<file path="src/hdl/pswt_pkg.sv">
`timescale 1ns / 1ps

package pswt_pkg;

  localparam int SEQ_W    = 16;
  localparam int SLOT_IN_W = 6;
  localparam int WINDOW_W = 32;
  localparam int COUNT_W  = 32;

  // Verdict codes
  localparam logic [2:0] VERDICT_FIRST   = 3'd0;
  localparam logic [2:0] VERDICT_FRESHER = 3'd1;
  localparam logic [2:0] VERDICT_DUP     = 3'd2;
  localparam logic [2:0] VERDICT_REORDER = 3'd3;
  localparam logic [2:0] VERDICT_OLD     = 3'd4;

  typedef struct packed {
    logic [SLOT_IN_W-1:0] peer_slot;
    logic [SEQ_W-1:0]     seq;
  } datagram_t;

  typedef struct packed {
    logic                accepted;
    logic [2:0]          verdict;
    logic [SEQ_W-1:0]    freshest_seq;
    logic [WINDOW_W-1:0] delivery_history;
    logic [COUNT_W-1:0]  reorder_total;
    logic [COUNT_W-1:0]  duplicate_total;
  } result_t;

  // One peer table row
  typedef struct packed {
    logic                seen;
    logic [SEQ_W-1:0]    freshest;
    logic [WINDOW_W-1:0] history;
    logic [COUNT_W-1:0]  reorder;
    logic [COUNT_W-1:0]  duplicate;
  } peer_row_t;

  // Classification passed back from the update logic
  typedef struct packed {
    logic       accepted;
    logic [2:0] verdict;
  } class_t;

endpackage

</file>
<file path="src/hdl/pswt_update.sv">
`timescale 1ns / 1ps

module pswt_update import pswt_pkg::*; (
  input  peer_row_t        row,
  input  logic [SEQ_W-1:0] seq,
  output peer_row_t        row_next,
  output class_t           cls
);

  logic [SEQ_W-1:0]    ahead;
  logic [SEQ_W-1:0]    back;
  logic [4:0]          step;
  logic [4:0]          back_idx;
  logic [WINDOW_W-1:0] back_bit;

  function automatic logic [COUNT_W-1:0] sat_inc(input logic [COUNT_W-1:0] v);
    logic [COUNT_W-1:0] r;
    r = (v == '1) ? v : v + COUNT_W'(1);
    return r;
  endfunction

  assign ahead    = seq - row.freshest;
  assign back     = row.freshest - seq;
  assign step     = ahead[4:0];
  assign back_idx = 5'(back[5:0] - 6'd1);
  assign back_bit = WINDOW_W'(1) << back_idx;

  always_comb begin
    row_next     = row;
    cls.accepted = 1'b0;
    cls.verdict  = VERDICT_OLD;
    if (!row.seen) begin
      // first word from this peer: set up the entry
      row_next.seen      = 1'b1;
      row_next.freshest  = seq;
      row_next.history   = '0;
      row_next.reorder   = '0;
      row_next.duplicate = '0;
      cls.accepted       = 1'b1;
      cls.verdict        = VERDICT_FIRST;
    end else if (ahead != '0 && !ahead[SEQ_W-1]) begin
      // advance the window
      if (ahead >= SEQ_W'(WINDOW_W)) begin
        row_next.history = '0;
      end else begin
        row_next.history = (row.history << step) | (WINDOW_W'(1) << 5'(step - 5'd1));
      end
      row_next.freshest = seq;
      cls.accepted      = 1'b1;
      cls.verdict       = VERDICT_FRESHER;
    end else if (back == '0) begin
      row_next.duplicate = sat_inc(row.duplicate);
      cls.verdict        = VERDICT_DUP;
    end else if (back <= SEQ_W'(WINDOW_W)) begin
      if ((row.history & back_bit) != '0) begin
        row_next.duplicate = sat_inc(row.duplicate);
        cls.verdict        = VERDICT_DUP;
      end else begin
        row_next.reorder = sat_inc(row.reorder);
        row_next.history = row.history | back_bit;
        cls.verdict      = VERDICT_REORDER;
      end
    end
  end

endmodule

</file>
<file path="config.mk">
export PLATFORM = sky130hd
export DESIGN_NAME = pswt_update
export DESIGN_NICKNAME = d
export VERILOG_FILES = /design/src/hdl/pswt_pkg.sv /design/src/hdl/pswt_update.sv
export SDC_FILE = /design/constraint.sdc
export NUM_CORES = 1
export LEC_CHECK = 0
export ABC_CLOCK_PERIOD_IN_PS = 14300
export BUFFER_PORTS_ARGS = -buffer_cell sky130_fd_sc_hd__buf_2
export CORE_ASPECT_RATIO = 0.9
export CORE_UTILIZATION = 40
export DETAILED_ROUTE_END_ITERATION = 8
export PLACE_DENSITY = 0.75
export SLEW_MARGIN = 20
export SYNTH_ARGS = -nofsm -noshare
export SYNTH_HDL_FRONTEND = slang
export SYNTH_SLANG_ARGS = --single-unit
</file>
<file path="constraint.sdc">
create_clock -name vclk -period 14.3
set_input_delay 2.145 -clock vclk [all_inputs]
set_output_delay 2.145 -clock vclk [all_outputs]
set_load 0.005 [all_outputs]
</file>
After elaboration in Yosys (flattened, before gate mapping)
Cells that the tools add are included.
{ "op_classes": {"mux": 18, "bitwise_logic": 3, "n_eq_ne": 2, "n_shift": 3, "order_cmp": 2, "reduce_logical": 5, "div": 0, "multipliers": 0, "n_addsub": 6} }
{ "ops": {"columns": ["cell", "n"], "rows": [
  ["two-way mux 32 bit", 6],
  ["two-way mux 64 bit", 3],
  ["two-way mux 112 bit", 1],
  ["two-way mux 96 bit", 1],
  ["adder 32 x 1 -> 32 bit (second input constant)", 2],
  ["== test 32 bit (second input constant)", 2],
  ["bitwise OR 32 bit", 2],
  ["left shift 1 x 5 -> 32 bit (first input constant)", 2],
  ["AND 32 bit", 1],
  ["nonzero test 32 bit", 1],
  ["left shift 32 x 5 -> 32 bit", 1],
  ["subtractor 16 bit", 2],
  [">= comparator 16 x 6 -> 1 bit (second input constant)", 1],
  ["less-or-equal comparator 16 x 6 -> 1 bit (second input constant)", 1],
  ["zero test 16 bit", 1],
  ["two-way mux 16 bit", 1],
  ["nonzero test 16 bit", 1],
  ["subtractor 5 x 1 -> 5 bit (second input constant)", 2],
  ["two-way mux 3 bit", 3],
  ["two-way mux 4 bit", 1],
  ["two-way mux 1 bit", 2],
  ["logical AND 1 bit", 1],
  ["zero test 1 bit", 1]
]} }
{ "word_totals": {"register_bits": 0, "elab_cells": 39, "latch_bits": 0, "mem_bits_rw": 0, "rom_bits": 0, "memories": 0} }

Depth between registers and ports, before layout
{ "logic_depth": {"ltp_word": 10, "mapped_depth": 18, "mapped_depth_nobuf": 15} }

Worst setup path after synthesis
OpenSTA, ideal clock, no wires.
{ "synth_path": {"path_type": "in2out", "start": "in row[96] (netlist bit)", "end": "out row_next[60] (netlist bit)", "arrival_ps": 5921, "cell_stages": 16, "slack_ps": 6234, "t_required_ps": 12155, "path_cell_list": "inv_1 -> ha_1 -> inv_1 -> fa_1 -> and3_1 -> or3_1 -> clkbuf_1 -> and2_1 -> buf_6 -> and4b_1 -> nor4_2 -> nand4_1 -> or4_1 -> or4_4 -> or4_1 -> o21ai_1"} }
{ "synth_lines": {"columns": ["item", "line_no", "rtl"], "rows": [
  ["start: declaration", "pswt_update.sv:4", "input peer_row_t row,"],
  ["end: declaration", "pswt_update.sv:6", "output peer_row_t row_next,"]
]} }

==> impl_metrics.env <==
export IMPL_outcome="finished, final reports clean"
export IMPL_p_leak_nw=3.494
export IMPL_synth_top_family_by_area="simple AND/OR/NAND/NOR gates"
export IMPL_die_y_um=124.4
export IMPL_postSynthNetCount=1280
export IMPL_postRouteAntennaNets=0
export IMPL_rows=44
export IMPL_drtIter0Drc=1053
export IMPL_drive_above_1_share=0.2275
export IMPL_p_per_area_nw_per_um2=54.79
export IMPL_drt_vias_per_instance=6.239
export IMPL_final_area_um2=7924
export IMPL_crit_arrival_ns=7.29
export IMPL_synth_distinct_cells=74
export IMPL_dp_hpwl_um=22080
export IMPL_setup_violations=0
export IMPL_cts_hold_fix_buffers=0
export IMPL_firstDrtPassIters=5
export IMPL_hold_ws_ns=4.573
export IMPL_post_cts_buffers=0
export IMPL_setup_slack_ns=4.861
export IMPL_synth_seq_area_share=0
export IMPL_synth_warnings=0
export IMPL_power_mw=0.4341
export IMPL_required_ns=12.15
export IMPL_floorplan_initialDensity=0.4114
export IMPL_antenna_found_initial=0
export IMPL_fin_crit_sh=0.6601
export IMPL_grt_util_all_layers=0.3059
export IMPL_core_um2=16190
export IMPL_layout_common_cells="buf_2, nand2_1, a21oi_1"
export IMPL_grt_start_max_net_pins=65
export IMPL_seq_area_um2=0
export IMPL_final_common_cell="buf_2"
export IMPL_worst_hold_path_type="input port to primary output"
export IMPL_startpoint_type="input port"
export IMPL_cp_num_buf_inv=4
export IMPL_postLayoutCoreUtil=0.4896
export IMPL_report_final_slew_viol_count=0
export IMPL_fin_cells=1495
export IMPL_syn_to_final_growth_pct=19.00
export IMPL_hold_start="row[111]"
export IMPL_end_kind="primary output"
export IMPL_synth_adder_area_share=0.06614
export IMPL_syn_inst=1117
export IMPL_synth_area_per_cell_um2=5.961
export IMPL_grt_pass1_vias=8087
export IMPL_setup_tns_ns=0
export IMPL_vdd_drop_max_v=0.00002653
export IMPL_portBuffers=245
export IMPL_routed_via_count=9327
export IMPL_post_drt_wl_per_cell_um=18.77
export IMPL_max_freq_mhz=105.9
export IMPL_cts_resized=0
export IMPL_antenna_cells=0
export IMPL_nFlopsAndLatches=0
export IMPL_cpPeakStageDelay_ns=0.88
export IMPL_synthMuxAreaShare=0.09395
export IMPL_path_cells="buf_2, inv_1, ha_1, inv_1, fa_1, a211oi_1, o21ai_1, a21oi_1, xnor2_1, a2111o_1, nor4_2, a21o_1, nand3_1, or4_1, a21oi_1, buf_2"
export IMPL_overflow=0
export IMPL_slew_headroom=0.2987
export IMPL_die_area_um2=17170
export IMPL_rsz0062_at_grt="no"
export IMPL_wl_um=28050
export IMPL_worst_slew_pin_slew_ns=1.047
export IMPL_placed_area_um2=7924
export IMPL_synthesis_area_um2=6659
export IMPL_maxCapViolations=0
export IMPL_nets=1453
export IMPL_synth_compound_area_share=0.3115
export IMPL_period_minus_slack_ns=9.439
export IMPL_grt_first_pass_wirelength_um=43480
export IMPL_num_clock_buffers=0
export IMPL_post_place_ws_ns=4.963
export IMPL_remaining_drc_errors=0
export IMPL_synth_xor_area_share=0.06689
export IMPL_worst_path_max_fanout=29
export IMPL_hold_viol_final=0
export IMPL_crit_start="seq[0]"
export IMPL_chipWidth_um=138.0
export IMPL_path_delay_family="compound AO/OA/AOI/OAI gates"
export IMPL_dp_cells=1495
export IMPL_synthSimpleGateAreaFrac=0.3824
export IMPL_gp_congestion=1.012
export IMPL_io_pins=246
export IMPL_crit_slowest_cell="nand3_1"
export IMPL_crit_type="input port to primary output"
## kinds of logic (layout without fill, tap and decap cells)
logic type / Yosys count / after routing
mux: 56 / 56
other cells: 1 / 1
xor+xnor: 50 / 50
compound gates: 334 / 334
buf+inv: 134 / 305
fa+ha+maj: 34 / 34
simple gates: 508 / 508
## final cells by class
class                           count  area [um2]
Inverter                           49       183.9
Tap cell                          207       259.0
Fill cell                        1740        8262
Timing Repair Buffer              256        1309
Multi-Input combinational cell    983        6172
## Yosys cell counts (all sizes together), types with 13 or more instances
cell	n	share of area
nand2	164	0.092
a21oi	101	0.076
o21ai	99	0.074
nor2	80	0.045
clkbuf	66	0.037
nand3	57	0.043
inv	48	0.027
nand4	43	0.040
mux2i	40	0.060
xnor2	33	0.043
ha	32	0.060
nor3	31	0.024
o211ai	30	0.034
or3	25	0.023
nand2b	21	0.020
and3	20	0.019
a211oi	19	0.021
buf	19	0.014
xor2	17	0.023
or4	13	0.015
## report_power, final
part	total (mW)	switching [mW]	leakage (nW)	internal, mW
Combinational	0.434	0.280	3.49	0.154
Sequential	0	0	0	0
Clock	0	0	0	0
## tightest hold or removal path: stages
cell and delay [ns]:
buf_2 0.09, nand2_1 0.05, nand2_1 0.05, buf_2 0.10
## per-layer routing
layer | up-vias | track usage | wire length, um | part of all wire
li1 | 4456 | - | - | -
met1 | 4267 | 0.4301 | 12250 | 0.44
met2 | 524 | 0.4809 | 12170 | 0.43
met3 | 80 | 0.03383 | 2534 | 0.090
met5 | - | 0 | 0 | 0
met4 | 0 | 0.1028 | 1101 | 0.039
## path summary, 6_finish.rpt
check | slack, ns | depth (start not counted) | to
worst max-delay path | 4.86 | 16 | row_next[7]
worst min-delay path | 4.57 | 4 | row_next[111]
(Power assumes the default switching activity.)
